<file path="src/sv/bct_pkg.sv">
// Shared types and constants for the blob centroid tracker.
// No dependencies.
`timescale 1ns / 1ps
package bct_pkg;
  localparam int CoordBits = 12;
  localparam int CountBits = 25;
  localparam int SumBits   = 36;
  localparam int DistBits  = 13;
  localparam int SqBits    = 2 * CoordBits + 2;
  localparam int RootBits  = CoordBits + 1;
  localparam int SizeBits  = 13;
  localparam int CfgIdxBits = 3;
  localparam int CfgDataBits = 25;

  localparam logic [CfgIdxBits-1:0] RegFrameWidth  = 3'd0;
  localparam logic [CfgIdxBits-1:0] RegFrameHeight = 3'd1;
  localparam logic [CfgIdxBits-1:0] RegMinPixels   = 3'd2;
  localparam logic [CfgIdxBits-1:0] RegMaxPixels   = 3'd3;
  localparam logic [CfgIdxBits-1:0] RegMinDistance = 3'd4;

  localparam logic [7:0] ObjectValue = 8'd255;
  localparam logic [DistBits-1:0] DistMax = 13'd8191;

  typedef struct packed {
    logic start;      // begin divide on captured frame
    logic load_quot;  // ready to latch divider results
  } cmd_t;

  typedef struct packed {
    logic div_done;
    logic root_done;
  } stat_t;

  typedef struct packed {
    logic [CoordBits-1:0] center_y;
    logic [CoordBits-1:0] center_x;
    logic                 accepted;
    logic [CountBits-1:0] white_count;
    logic [CoordBits-1:0] box_min_x;
    logic [CoordBits-1:0] box_max_x;
    logic [CoordBits-1:0] box_min_y;
    logic [CoordBits-1:0] box_max_y;
    logic [DistBits-1:0]  move_distance;
  } result_t;
endpackage

</file>
<file path="src/sv/bct_ctrl.sv">
// Controller for the end-of-frame back end: divide, root, decide, emit.
// Depends on bct_pkg.
`timescale 1ns / 1ps
module bct_ctrl (
  input  logic          clk,
  input  logic          rst,
  input  logic          frame_end,   // last pixel word accepted
  input  bct_pkg::stat_t stat,
  input  logic          out_taken,
  output bct_pkg::cmd_t cmd,
  output logic          busy,
  output logic          out_valid
);
  localparam logic [1:0] StIdle = 2'd0;
  localparam logic [1:0] StDiv  = 2'd1;
  localparam logic [1:0] StRoot = 2'd2;
  localparam logic [1:0] StOut  = 2'd3;

  logic [1:0] state, state_next;

  always_comb begin
    state_next = state;
    cmd = '0;
    case (state)
      StIdle: if (frame_end) begin
        state_next = StDiv;
        cmd.start = 1'b1;
      end
      StDiv: if (stat.div_done) begin
        state_next = StRoot;
        cmd.load_quot = 1'b1;
      end
      StRoot: if (stat.root_done) state_next = StOut;
      StOut: if (out_taken) state_next = StIdle;
      default: state_next = StIdle;
    endcase
  end

  always_ff @(posedge clk) begin
    if (rst) state <= StIdle;
    else state <= state_next;
  end

  assign busy = (state != StIdle);
  assign out_valid = (state == StOut);
endmodule

</file>
<file path="src/sv/bct_datapath.sv">
// Datapath: per-pixel accumulators, serial dividers, serial root, decision.
// Depends on bct_pkg.
`timescale 1ns / 1ps
module bct_datapath (
  input  logic clk,
  input  logic rst,
  input  logic pix_accept,
  input  logic [7:0] pixel,
  input  logic cfg_we,
  input  logic [bct_pkg::CfgIdxBits-1:0] cfg_idx,
  input  logic [bct_pkg::CfgDataBits-1:0] cfg_data,
  input  bct_pkg::cmd_t cmd,
  input  logic out_taken,
  output bct_pkg::stat_t stat,
  output logic frame_end,
  output bct_pkg::result_t result
);
  localparam int CB = bct_pkg::CoordBits;
  localparam int NB = bct_pkg::CountBits;
  localparam int SB = bct_pkg::SumBits;
  localparam int QB = bct_pkg::SqBits;
  localparam int RB = bct_pkg::RootBits;
  localparam int ZB = bct_pkg::SizeBits;
  localparam logic [ZB-1:0] SizeLimit = ZB'(1 << CB);
  localparam int DivCntBits = $clog2(SB + 1);
  localparam int RootCntBits = $clog2(RB + 1);

  localparam logic [1:0] PhIdle   = 2'd0;
  localparam logic [1:0] PhSquare = 2'd1;
  localparam logic [1:0] PhIter   = 2'd2;
  localparam logic [1:0] PhDone   = 2'd3;

  logic [ZB-1:0] frame_width, frame_height;
  logic [NB-1:0] min_pixels, max_pixels;
  logic [13:0] min_distance;

  always_ff @(posedge clk) begin
    if (rst) begin
      frame_width <= ZB'(640);
      frame_height <= ZB'(480);
      min_pixels <= NB'(4500);
      max_pixels <= NB'(65000);
      min_distance <= 14'd10;
    end else if (cfg_we) begin
      case (cfg_idx)
        bct_pkg::RegFrameWidth:  frame_width <= cfg_data[ZB-1:0];
        bct_pkg::RegFrameHeight: frame_height <= cfg_data[ZB-1:0];
        bct_pkg::RegMinPixels:   min_pixels <= cfg_data;
        bct_pkg::RegMaxPixels:   max_pixels <= cfg_data;
        bct_pkg::RegMinDistance: min_distance <= cfg_data[13:0];
        default: ;
      endcase
    end
  end

  // ---- per-pixel front end ----
  logic [ZB-1:0] wclamp, hclamp;
  logic [CB-1:0] last_col, last_row;
  always_comb begin
    wclamp = (frame_width == '0) ? ZB'(1) :
             (frame_width > SizeLimit) ? SizeLimit : frame_width;
    hclamp = (frame_height == '0) ? ZB'(1) :
             (frame_height > SizeLimit) ? SizeLimit : frame_height;
    last_col = CB'(wclamp - ZB'(1));
    last_row = CB'(hclamp - ZB'(1));
  end

  logic [CB-1:0] col, row, least_x, most_x, least_y, most_y;
  logic [NB-1:0] white;
  logic [SB-1:0] col_sum, row_sum;
  logic hit, end_row;

  assign hit = (pixel == bct_pkg::ObjectValue);
  assign end_row = (col >= last_col);
  assign frame_end = pix_accept && end_row && (row >= last_row);

  always_ff @(posedge clk) begin
    if (rst || frame_end) begin
      col <= '0; row <= '0; white <= '0;
      least_x <= '1; most_x <= '0; least_y <= '1; most_y <= '0;
      col_sum <= '0; row_sum <= '0;
    end else if (pix_accept) begin
      if (hit) begin
        white <= white + NB'(1);
        if (col < least_x) least_x <= col;
        if (col > most_x) most_x <= col;
        if (row < least_y) least_y <= row;
        if (row > most_y) most_y <= row;
        col_sum <= col_sum + SB'(col);
        row_sum <= row_sum + SB'(row);
      end
      if (end_row) begin
        col <= '0;
        row <= row + CB'(1);
      end else begin
        col <= col + CB'(1);
      end
    end
  end

  // ---- frame capture (final pixel included) ----
  logic [NB-1:0] f_white;
  logic [CB-1:0] f_lx, f_mx, f_ly, f_my;
  logic [NB:0] biased;
  always_ff @(posedge clk) begin
    if (frame_end) begin
      f_white <= hit ? white + NB'(1) : white;
      f_lx <= (hit && col < least_x) ? col : least_x;
      f_mx <= (hit && col > most_x) ? col : most_x;
      f_ly <= (hit && row < least_y) ? row : least_y;
      f_my <= (hit && row > most_y) ? row : most_y;
    end
  end
  assign biased = {1'b0, f_white} + (NB+1)'(1);

  // ---- two restoring dividers, one quotient bit per cycle ----
  logic [SB-1:0] qx, qy;
  logic [NB:0] rx, ry;
  logic [DivCntBits-1:0] div_cnt;
  logic div_run;
  logic [NB+1:0] trx, try_;
  always_comb begin
    trx = {rx, qx[SB-1]} - {1'b0, biased};
    try_ = {ry, qy[SB-1]} - {1'b0, biased};
  end

  always_ff @(posedge clk) begin
    if (rst) begin
      div_run <= 1'b0;
    end else if (cmd.start) begin
      div_run <= 1'b1;
    end else if (div_run && div_cnt == DivCntBits'(SB - 1)) begin
      div_run <= 1'b0;
    end
  end

  always_ff @(posedge clk) begin
    if (cmd.start) begin
      qx <= hit ? col_sum + SB'(col) : col_sum;
      qy <= hit ? row_sum + SB'(row) : row_sum;
      rx <= '0; ry <= '0;
      div_cnt <= '0;
    end else if (div_run) begin
      div_cnt <= div_cnt + DivCntBits'(1);
      if (!trx[NB+1]) begin
        rx <= trx[NB:0]; qx <= {qx[SB-2:0], 1'b1};
      end else begin
        rx <= {rx[NB-1:0], qx[SB-1]}; qx <= {qx[SB-2:0], 1'b0};
      end
      if (!try_[NB+1]) begin
        ry <= try_[NB:0]; qy <= {qy[SB-2:0], 1'b1};
      end else begin
        ry <= {ry[NB-1:0], qy[SB-1]}; qy <= {qy[SB-2:0], 1'b0};
      end
    end
  end
  assign stat.div_done = !div_run && !cmd.start;

  // ---- squared distance then serial integer root ----
  logic [CB-1:0] prev_x, prev_y, cx, cy;
  logic first;
  logic [CB-1:0] adx, ady;
  logic [2*CB-1:0] sqx, sqy;
  logic [QB-1:0] rem, sq_total;
  logic [RB-1:0] root;
  logic [RootCntBits-1:0] root_cnt;
  logic [1:0] root_phase;
  logic [QB+1:0] trial;

  always_comb begin
    adx = (prev_x >= qx[CB-1:0]) ? prev_x - qx[CB-1:0] : qx[CB-1:0] - prev_x;
    ady = (prev_y >= qy[CB-1:0]) ? prev_y - qy[CB-1:0] : qy[CB-1:0] - prev_y;
    trial = {2'b00, rem[QB-3:0], sq_total[QB-1:QB-2]} -
            {{(QB-RB){1'b0}}, root, 2'b01};
  end

  always_ff @(posedge clk) begin
    if (rst) begin
      root_phase <= PhIdle;
    end else if (cmd.load_quot) begin
      root_phase <= PhSquare;
    end else if (root_phase == PhSquare) begin
      root_phase <= PhIter;
    end else if (root_phase == PhIter && root_cnt == RootCntBits'(RB - 1)) begin
      root_phase <= PhDone;
    end else if (out_taken) begin
      root_phase <= PhIdle;
    end
  end

  always_ff @(posedge clk) begin
    if (cmd.load_quot) begin
      cx <= qx[CB-1:0]; cy <= qy[CB-1:0];
      sqx <= adx * adx; sqy <= ady * ady;
    end
    if (root_phase == PhSquare) begin
      sq_total <= QB'(sqx) + QB'(sqy);
      rem <= '0; root <= '0; root_cnt <= '0;
    end else if (root_phase == PhIter) begin
      root_cnt <= root_cnt + RootCntBits'(1);
      sq_total <= {sq_total[QB-3:0], 2'b00};
      if (!trial[QB+1]) begin
        rem <= trial[QB-1:0]; root <= {root[RB-2:0], 1'b1};
      end else begin
        rem <= {rem[QB-3:0], sq_total[QB-1:QB-2]}; root <= {root[RB-2:0], 1'b0};
      end
    end
  end
  assign stat.root_done = (root_phase == PhDone);

  // round: remainder s - r*r above r bumps the root
  logic [RB:0] mv_dist;
  logic reject;
  assign mv_dist = (QB'(rem) > QB'(root)) ? {1'b0, root} + (RB+1)'(1) : {1'b0, root};
  always_comb begin
    reject = !first && ((biased < {1'b0, min_pixels}) || (biased > {1'b0, max_pixels}) ||
             (mv_dist < min_distance));
  end

  always_ff @(posedge clk) begin
    if (rst) begin
      prev_x <= '0; prev_y <= '0; first <= 1'b1;
    end else if (out_taken) begin
      prev_x <= reject ? prev_x : cx;
      prev_y <= reject ? prev_y : cy;
      first <= 1'b0;
    end
  end

  always_comb begin
    result.center_x = reject ? prev_x : cx;
    result.center_y = reject ? prev_y : cy;
    result.accepted = !reject;
    result.white_count = f_white;
    result.box_min_x = f_lx;
    result.box_max_x = f_mx;
    result.box_min_y = f_ly;
    result.box_max_y = f_my;
    result.move_distance = (mv_dist > (RB+1)'(bct_pkg::DistMax)) ? bct_pkg::DistMax
                                                               : bct_pkg::DistBits'(mv_dist);
  end
endmodule

</file>
<file path="src/sv/blob_centroid_tracker_top.sv">
// Top level of the blob centroid tracker.
// Depends on bct_pkg, bct_ctrl, bct_datapath.
`timescale 1ns / 1ps
// Usage:
//  s_axis carries one mask pixel per word (tdata[7:0]); 255 is object.
//  Pixels stream in raster order at one per clock while the back end is idle.
//  After the last pixel of a frame, m_axis gives one result word: centroid,
//  accept flag, white count, bounding box and rounded move distance.
//  End of frame: after the last pixel is accepted, m_axis_tvalid rises once the
//  back end has run its steps in order: bit-serial divide (two 36-bit sums by
//  count+1 in parallel), square, sum, bit-serial root, then present.
//  s_axis_tready is low from the last pixel until the result is taken, so a
//  stalled receiver holds the result and pauses the pixel stream.
//  Pixel rate inside a frame: one per cycle.
//  Config: cfg_we/cfg_idx/cfg_data, write only while idle.
//  rst (synchronous) restores default registers, clears counters, sets the
//  first-frame flag and the previous point to (0,0).
module blob_centroid_tracker_top (
  input  logic        clk,
  input  logic        rst,
  input  logic        s_axis_tvalid,
  output logic        s_axis_tready,
  input  logic [7:0]  s_axis_tdata,   // [7:0] pixel
  output logic        m_axis_tvalid,
  input  logic        m_axis_tready,
  // [11:0] center_x, [23:12] center_y, [24] accepted, [49:25] white_count,
  // [61:50] box_min_x, [73:62] box_max_x, [85:74] box_min_y,
  // [97:86] box_max_y, [110:98] move_distance, [111] zero
  output logic [111:0] m_axis_tdata,
  input  logic        cfg_we,
  input  logic [bct_pkg::CfgIdxBits-1:0] cfg_idx,
  input  logic [bct_pkg::CfgDataBits-1:0] cfg_data
);
  bct_pkg::cmd_t cmd;
  bct_pkg::stat_t stat;
  bct_pkg::result_t res;
  logic busy, frame_end, pix_accept, out_taken;

  assign s_axis_tready = !busy;
  assign pix_accept = s_axis_tvalid && s_axis_tready;
  assign out_taken = m_axis_tvalid && m_axis_tready;

  bct_ctrl u_ctrl (
    .clk(clk), .rst(rst), .frame_end(frame_end), .stat(stat),
    .out_taken(out_taken), .cmd(cmd), .busy(busy), .out_valid(m_axis_tvalid)
  );

  bct_datapath u_dp (
    .clk(clk), .rst(rst), .pix_accept(pix_accept), .pixel(s_axis_tdata),
    .cfg_we(cfg_we), .cfg_idx(cfg_idx), .cfg_data(cfg_data), .cmd(cmd),
    .out_taken(out_taken), .stat(stat), .frame_end(frame_end), .result(res)
  );

  assign m_axis_tdata = {1'b0, res.move_distance, res.box_max_y, res.box_min_y,
                         res.box_max_x, res.box_min_x, res.white_count,
                         res.accepted, res.center_y, res.center_x};
endmodule

</file>
<file path="config.mk">
export PLATFORM = sky130hd
export DESIGN_NAME = blob_centroid_tracker_top
export DESIGN_NICKNAME = d
export VERILOG_FILES = /design/src/sv/bct_pkg.sv /design/src/sv/bct_ctrl.sv /design/src/sv/bct_datapath.sv /design/src/sv/blob_centroid_tracker_top.sv
export SDC_FILE = /design/constraint.sdc
export NUM_CORES = 2
export LEC_CHECK = 0
export BUFFER_PORTS_ARGS = -buffer_cell sky130_fd_sc_hd__buf_4
export CAP_MARGIN = 25
export CORE_MARGIN = 3
export CORE_UTILIZATION = 45
export DETAILED_ROUTE_END_ITERATION = 16
export SYNTH_ARGS = -nofsm -noshare
export SYNTH_HDL_FRONTEND = slang
export SYNTH_SLANG_ARGS = --single-unit
</file>
<file path="constraint.sdc">
create_clock -name clk -period 10.4 [get_ports clk]
set_input_delay 2.08 -clock clk [delete_from_list [all_inputs] [get_ports clk]]
set_output_delay 2.08 -clock clk [all_outputs]
set_load 0.05 [all_outputs]
</file>
# Yosys cells after proc, flatten, opt, wreduce, memory -nomap -nowiden
# Index checks and enable logic that the tools add are counted.
[totals]
reg_bits = 633
inputBits = 41
output_inout_bits = 114
elab_cells = 178
[op_classes]
addsub = 19
mul = 2
order_cmp = 15
n_eq_ne = 17
muxes = 44
n_reduce_logical = 42
[op_table]
columns = ["operator", "n"]
rows = [
  ["$mux 36", 6],
  ["$mux 12", 13],
  ["$mux 26", 5],
  ["$add 36x12->36", 2],
  ["$sub 27x26->27", 2],
  ["$ge 12x12->1", 4],
  ["$mul 12x12->24", 2],
  ["$sub 12x12->12", 4],
  ["$sub 26x15->27", 1],
  ["$add 25x1->26 const B", 1],
  ["$gt 13x13->1 const B", 2],
  ["$gt 26x13->1", 1],
  ["$gt 26x25->1", 1],
  ["$logic_not 13->1", 2],
  ["$lt 26x25->1", 1],
  ["$add 24x24->25", 1],
  ["$add 25x1->25 const B", 1],
  ["$mux 25", 1],
  ["$add 12x1->12 const B", 2],
  ["$gt 12x12->1", 2],
  ["$lt 12x12->1", 2],
  ["$sub 12x1->12 const B", 2],
  ["$add 13x1->14 const B", 1],
  ["$gt 14x13->1 const B", 1],
  ["30 further kinds", 79],
]

# Depth between registers and ports, before layout
[depth]
depth_word = 14
mapped_depth = 36

# Modules after synthesis
# From an unflattened synthesis, not the netlist that was laid out.
[unflattened]
hier_cells = 5140
area_unflattened_um2 = 45259.7
[modules_own_cells]
columns = ["mod", "n_inst", "cells_per_inst", "area_per_inst_um2"]
rows = [
  ["bct_datapath", 1, 5114, 45039.4],
  ["bct_ctrl", 1, 21, 192.7],
  ["blob_centroid_tracker_top", 1, 5, 27.5],
]

# Worst setup path before layout
# OpenSTA, ideal clock, no wires.
[synth_timing]
kind = "register -> register"
start = "register u_dp.prev_x[0]"
end = "register u_dp.sqx[22] (data pin)"
setup_time_ps = 258
arrival_ps = 7528
t_required_ps = 10142
path_slack_ps = 2615
stages_incl_launch_ff = 34
path_buffers = 2
cell_sequence = "dfxtp_1 inv_1 ha_1 inv_1 fa_1 a21o_1 a221oi_1 o21a_1 a21oi_1 or2_1 a21oi_2 buf_2 mux2i_1 xnor2_1 clkbuf_1 nor2_1 fa_1 inv_1 fa_1 inv_1 fa_1 fa_1 inv_1 fa_1 inv_1 ha_1 or3_1 o21ai_0 a21oi_1 a41oi_1 a21oi_1 a211o_1 a21oi_1 xnor2_1"
[synth_via]
elab_chain_len = 3
[synth_lines]
columns = ["item", "line", "text"]
rows = [
  ["start: declaration", "bct_datapath.sv:160", "logic [CB-1:0] prev_x, prev_y, cx, cy;"],
  ["start signal: assignment", "bct_datapath.sv:224", "prev_x <= reject ? prev_x : cx;"],
  ["$sub 12x12->12 or $ge 12x12->1 (tied branches)", "bct_datapath.sv:171", "adx = (prev_x >= qx[CB-1:0]) ? prev_x - qx[CB-1:0] : qx[CB-1:0] - prev_x;"],
  ["$mux 12 (*)", "bct_datapath.sv:171", ""],
  ["$mul 12x12->24 (*)", "bct_datapath.sv:194", "sqx <= adx * adx; sqy <= ady * ady;"],
  ["end signal: assignment", "bct_datapath.sv:194", ""],
  ["end: declaration", "bct_datapath.sv:163", "logic [2*CB-1:0] sqx, sqy;"],
]
# Every way passes the cells marked *; elsewhere a longest branch is shown, timed or not.
# A chain may end at the register's enable or synchronous reset.

# Worst setup path after layout
[layout_timing]
start = "register u_dp.root[12]"
end = "output port m_axis_tdata[2]"
[layout_via]
elab_chain_len = 6
[layout_lines]
columns = ["item", "line", "text"]
rows = [
  ["start: declaration", "bct_datapath.sv:165", "logic [RB-1:0] root;"],
  ["start signal: assignment", "bct_datapath.sv:203", "rem <= trial[QB-1:0]; root <= {root[RB-2:0], 1'b1};"],
  ["start signal: assignment", "bct_datapath.sv:205", "rem <= {rem[QB-3:0], sq_total[QB-1:QB-2]}; root <= {root[RB-2:0], 1'b0};"],
  ["$gt 26x13->1 or $add 13x1->14 (tied branches)", "bct_datapath.sv:214", "assign mv_dist = (QB'(rem) > QB'(root)) ? {1'b0, root} + (RB+1)'(1) : {1'b0, root};"],
  ["$mux 14 (*)", "bct_datapath.sv:214", ""],
  ["$lt 14x14->1 (*)", "bct_datapath.sv:217", "(mv_dist < min_distance));"],
  ["$logic_or 1x1->1 (*)", "bct_datapath.sv:216", "reject = !first && ((biased < {1'b0, min_pixels}) || (biased > {1'b0, max_pixels}) ||"],
  ["$logic_and 1x1->1 (*)", "bct_datapath.sv:216", ""],
  ["$mux 12 (*)", "n/a", ""],
  ["end: declaration", "blob_centroid_tracker_top.sv:29", "output logic [111:0] m_axis_tdata,"],
]
# Marked as above.

==> impl_metrics.py <==
metrics = {
    "grt": {
        "gr-total-overflow": 0,
        "track_usage": 0.214,
        "first_global_vias": 33552,
        "antenna_found_initial": 3,
        "grt_first_pass_wirelength_microns": 180000,
        "pin_count_of_the_biggest_net_entering_global_routing": 103,
    },
    "pwr": {
        "vdd.ir_drop.worst_mv": 0.0955,
        "p_switching_mw": 1.65,
        "power.sequential.fraction": 0.434,
        "power_per_cell_area_nw_per_um2": 125,
        "share_comb_of_total_power": 0.141,
        "total_leakage_power_nw": 21.9,
        "power.share.switching": 0.263,
        "clockPowerShare": 0.425,
        "p_int_mw": 4.61,
    },
    "floorplanning": {
        "initial_utilization": 0.456,
        "dieWidth_microns": 323,
        "floorplan.core_area_sq_um": 98900,
        "floorplan.die.height_microns": 323,
        "die_area_sq_um": 104000,
        "ios": 155,
        "core.rowCount": 115,
    },
    "sta": {
        "finalClockSkew_ps": 16.9,
        "timing.hold.ws_ps": 451,
        "layout_setup_ws_ps": 1440,
        "setup_repair_after_global_routing_missed_its_margin": "no",
        "final_min_period_over_clock_period": 0.862,
        "worst_slew_pin_slew_ps": 1090,
        "finalMaxSlewViolations": 0,
        "timing.slew.headroom": 0.271,
        "timing.setup.tns_ps": 0,
        "setup_viol": 0,
        "finalCriticalPeriod_ps": 8960,
        "max_freq_ghz": 0.112,
        "timing_hold_violations_final": 0,
    },
    "place": {
        "numPlacedInstances": 6391,
        "port_buffers": 153,
        "routabilityCongestion": 0.902,
        "hpwl_microns": 82400,
        "place_ws_ps": 1530,
    },
    "cts": {
        "cts_buffers": 74,
        "clock-sinks": 631,
        "h-tree-depth": 3,
        "clk_latency_ps": 630,
        "postCtsSetupRepairBufs": 0,
        "cts_max_path_buffers": 3,
        "cts_root_buffer": "sky130_fd_sc_hd__clkbuf_16",
        "cts_hold_buf": 0,
        "cts_resized": 0,
        "path_clk_slew_ps": 60,
        "tritoncts": "done",
    },
    "detailed_routing": {
        "routedWlPerCell_microns": 17.1,
        "route.detailed.vias_per_inst": 5.33,
        "drt-pass1-iter-count": 5,
        "detail_route.drc_violations": 0,
        "drt_iter0_markers": 2122,
        "vias": 34814,
        "route.final.wire_length_microns": 111000,
        "drtAntennaViolNets": 0,
    },
    "worst_setup_path": {
        "criticalPathCategory": "reg -> out",
        "ff2ff_setup_slack_ps": 1480,
        "slowest_stage": "sky130_fd_sc_hd__a2111oi_1",
        "critPathLaunchType": "flop",
        "largest_driver_fanout_on_the_critical_path": 94,
        "crit_arrival_ps": 6880,
        "timing.critical_path.buf_inv": 4,
        "critical_path.top_delay_family": "compound AO/OA/AOI/OAI gates",
        "timing.critical_path.to_type": "primary output",
        "worstPathCellList": "inv_1, ha_1, nand3_1, or2_0, a21oi_1, o21ai_1, a2111oi_1, and3_1, nand3_1, inv_1, ha_1, nand4_1, o211ai_1, o32ai_1, a21oi_1, o31ai_1, a211oi_4, buf_4, nand2_1, o21ai_1, buf_4",
        "critical_path_data_required_time_ps": 8320,
        "crit_path_max_incr_delay_ps": 820,
    },
    "yosys": {
        "synth-warning-count": 0,
        "synth_seq_cells": 631,
        "primary_flip_flop_cell_chosen_by_synthesis_mapping": "sky130_fd_sc_hd__dfxtp_1",
        "ys_async_sr_fraction": 0,
        "syn_inst": 5102,
        "synthesis.area_sq_um": 45100,
        "postSynthNetCount": 5736,
        "count_of_flip_flops_with_a_built_in_enable_after_synthesis": 241,
        "post_synth_num_cell_types": 88,
        "post_synthesis_area_per_instance_sq_um": 8.84,
        "synth_seq_area_share": 0.333,
    },
    "final_layout": {
        "nNetsFinal": 5814,
        "final_layout_size_suffix_gt1_frac": 0.0836,
        "area.growth.synth_to_final_pct": 10.8,
        "fin_cells": 6527,
    },
    "job": {
        "cap_violations": 0,
    },
    "min_path": {
        "hp-class": "reg -> reg",
    },
    "run_status": {
        "outcome": "completed",
    },
}
-- power groups by stage --
stage                     registers [mW]  clock network, mW  logic (mW)
final                               2.71               2.66       0.882
after detailed placement            2.76                  0       0.875
after floorplan                     2.74                  0       0.703
after CTS                           2.71               2.74       0.882
after global placement              2.76                  0       0.869
after global routing                2.73               2.83       0.992
-- logic make-up (layout without fill, tap and decap cells) --
logic type,Yosys count,in the layout,synth area share
DFF,631,631,0.333
AOI/OAI and AO/OA,996,996,0.135
buffers and inverters,757,894,0.0643
xor gates and xnor gates,370,370,0.0722
adders and majority gates,593,593,0.193
and+or+nand+nor,1573,1573,0.160
muxes,181,181,0.0423
other,1,2,0.0000831
-- cell type report --
| type | instances | area, sq um |
|---|---|---|
| flip-flops and latches | 631 | 15000 |
| inverters | 555 | 2090 |
| well taps | 1287 | 1610 |
| clock inverters | 30 | 334 |
| repair buffers | 204 | 1550 |
| clock buffers | 105 | 2120 |
| fillers | 9306 | 48900 |
| multi-input cells | 3714 | 27200 |
| diodes | 1 | 2.50 |
-- layout by cell type, fill, tap and decap left out, types with 125 or more instances in the layout --
cell type	n
sky130_fd_sc_hd__nand2_1	525
sky130_fd_sc_hd__xnor2_1	221
sky130_fd_sc_hd__dfxtp_1	389
sky130_fd_sc_hd__ha_1	419
sky130_fd_sc_hd__nor2_1	457
sky130_fd_sc_hd__buf_4	202
sky130_fd_sc_hd__o21ai_0	218
sky130_fd_sc_hd__a21oi_1	339
sky130_fd_sc_hd__inv_1	549
sky130_fd_sc_hd__a21o_1	125
sky130_fd_sc_hd__fa_1	172
sky130_fd_sc_hd__xor2_1	146
sky130_fd_sc_hd__edfxtp_1	241
-- final timing paths --
path	startpoint	endpoint	depth (start not counted)
setup / recovery	u_dp.root[12]	m_axis_tdata[2]	21
hold / removal	u_dp.qx[11]	u_dp.cx[11]	0
setup reg to reg	u_dp.prev_x[0]	u_dp.sqx[22]	31
hold reg to reg	u_dp.qx[11]	u_dp.cx[11]	0
-- cells in the mapped netlist, types with 13 or more instances --
cell / instances / share of area
sky130_fd_sc_hd__a211oi_1: 47 / 0.0078
sky130_fd_sc_hd__a21o_1: 125 / 0.021
sky130_fd_sc_hd__a21oi_1: 339 / 0.038
sky130_fd_sc_hd__a221o_1: 13 / 0.0029
sky130_fd_sc_hd__a31oi_1: 34 / 0.0047
sky130_fd_sc_hd__and2_1: 13 / 0.0018
sky130_fd_sc_hd__and3_1: 55 / 0.0076
sky130_fd_sc_hd__buf_1: 15 / 0.0012
sky130_fd_sc_hd__buf_2: 15 / 0.0017
sky130_fd_sc_hd__clkbuf_1: 164 / 0.014
sky130_fd_sc_hd__dfxtp_1: 390 / 0.17
sky130_fd_sc_hd__edfxtp_1: 241 / 0.16
sky130_fd_sc_hd__fa_1: 172 / 0.076
sky130_fd_sc_hd__ha_1: 421 / 0.12
sky130_fd_sc_hd__inv_1: 550 / 0.046
sky130_fd_sc_hd__mux2_2: 69 / 0.017
sky130_fd_sc_hd__mux2i_1: 110 / 0.024
sky130_fd_sc_hd__nand2_1: 526 / 0.044
sky130_fd_sc_hd__nand2b_1: 64 / 0.0089
sky130_fd_sc_hd__nand3_1: 119 / 0.013
sky130_fd_sc_hd__nand3b_1: 22 / 0.0037
sky130_fd_sc_hd__nand4_1: 64 / 0.0089
sky130_fd_sc_hd__nor2_1: 460 / 0.038
sky130_fd_sc_hd__nor2b_1: 51 / 0.0071
sky130_fd_sc_hd__nor3_1: 100 / 0.011
sky130_fd_sc_hd__nor4_1: 18 / 0.0025
sky130_fd_sc_hd__o211ai_1: 27 / 0.0045
sky130_fd_sc_hd__o21a_1: 37 / 0.0062
sky130_fd_sc_hd__o21ai_0: 218 / 0.024
sky130_fd_sc_hd__o21ai_1: 37 / 0.0041
sky130_fd_sc_hd__o21bai_1: 15 / 0.0025
sky130_fd_sc_hd__or2_2: 18 / 0.0025
sky130_fd_sc_hd__or3_1: 29 / 0.0040
sky130_fd_sc_hd__xnor2_1: 222 / 0.043
sky130_fd_sc_hd__xor2_1: 146 / 0.028
-- through the flow --
stage               cell area (sq um)  utilization  power (mW)
finish                          50000        0.506        6.26
global route                    50000        0.506        6.55
CTS                             50000        0.506        6.33
detailed placement              47500        0.481        3.64
global placement                47500        0.480        3.63
floorplan                       45100            -        3.44
-- per-layer routing --
metal	GRT usage	vias up	routed length (microns)
li1	-	17546	-
met1	0.300	16533	53400
met2	0.348	597	50800
met3	0.0300	136	5000
met4	0.0543	2	2300
met5	0	-	13
-- flip-flops by register name, indices dropped and copies added, names as in the netlist, 26 cells and up --
register and cells:
u_dp.rem 26, u_dp.qy 36, u_dp.ry 26, u_dp.row_sum 36, u_dp.sq_total 26, u_dp.qx 36, u_dp.col_sum 36, u_dp.rx 26
Power figures use the tool's default switching activity.
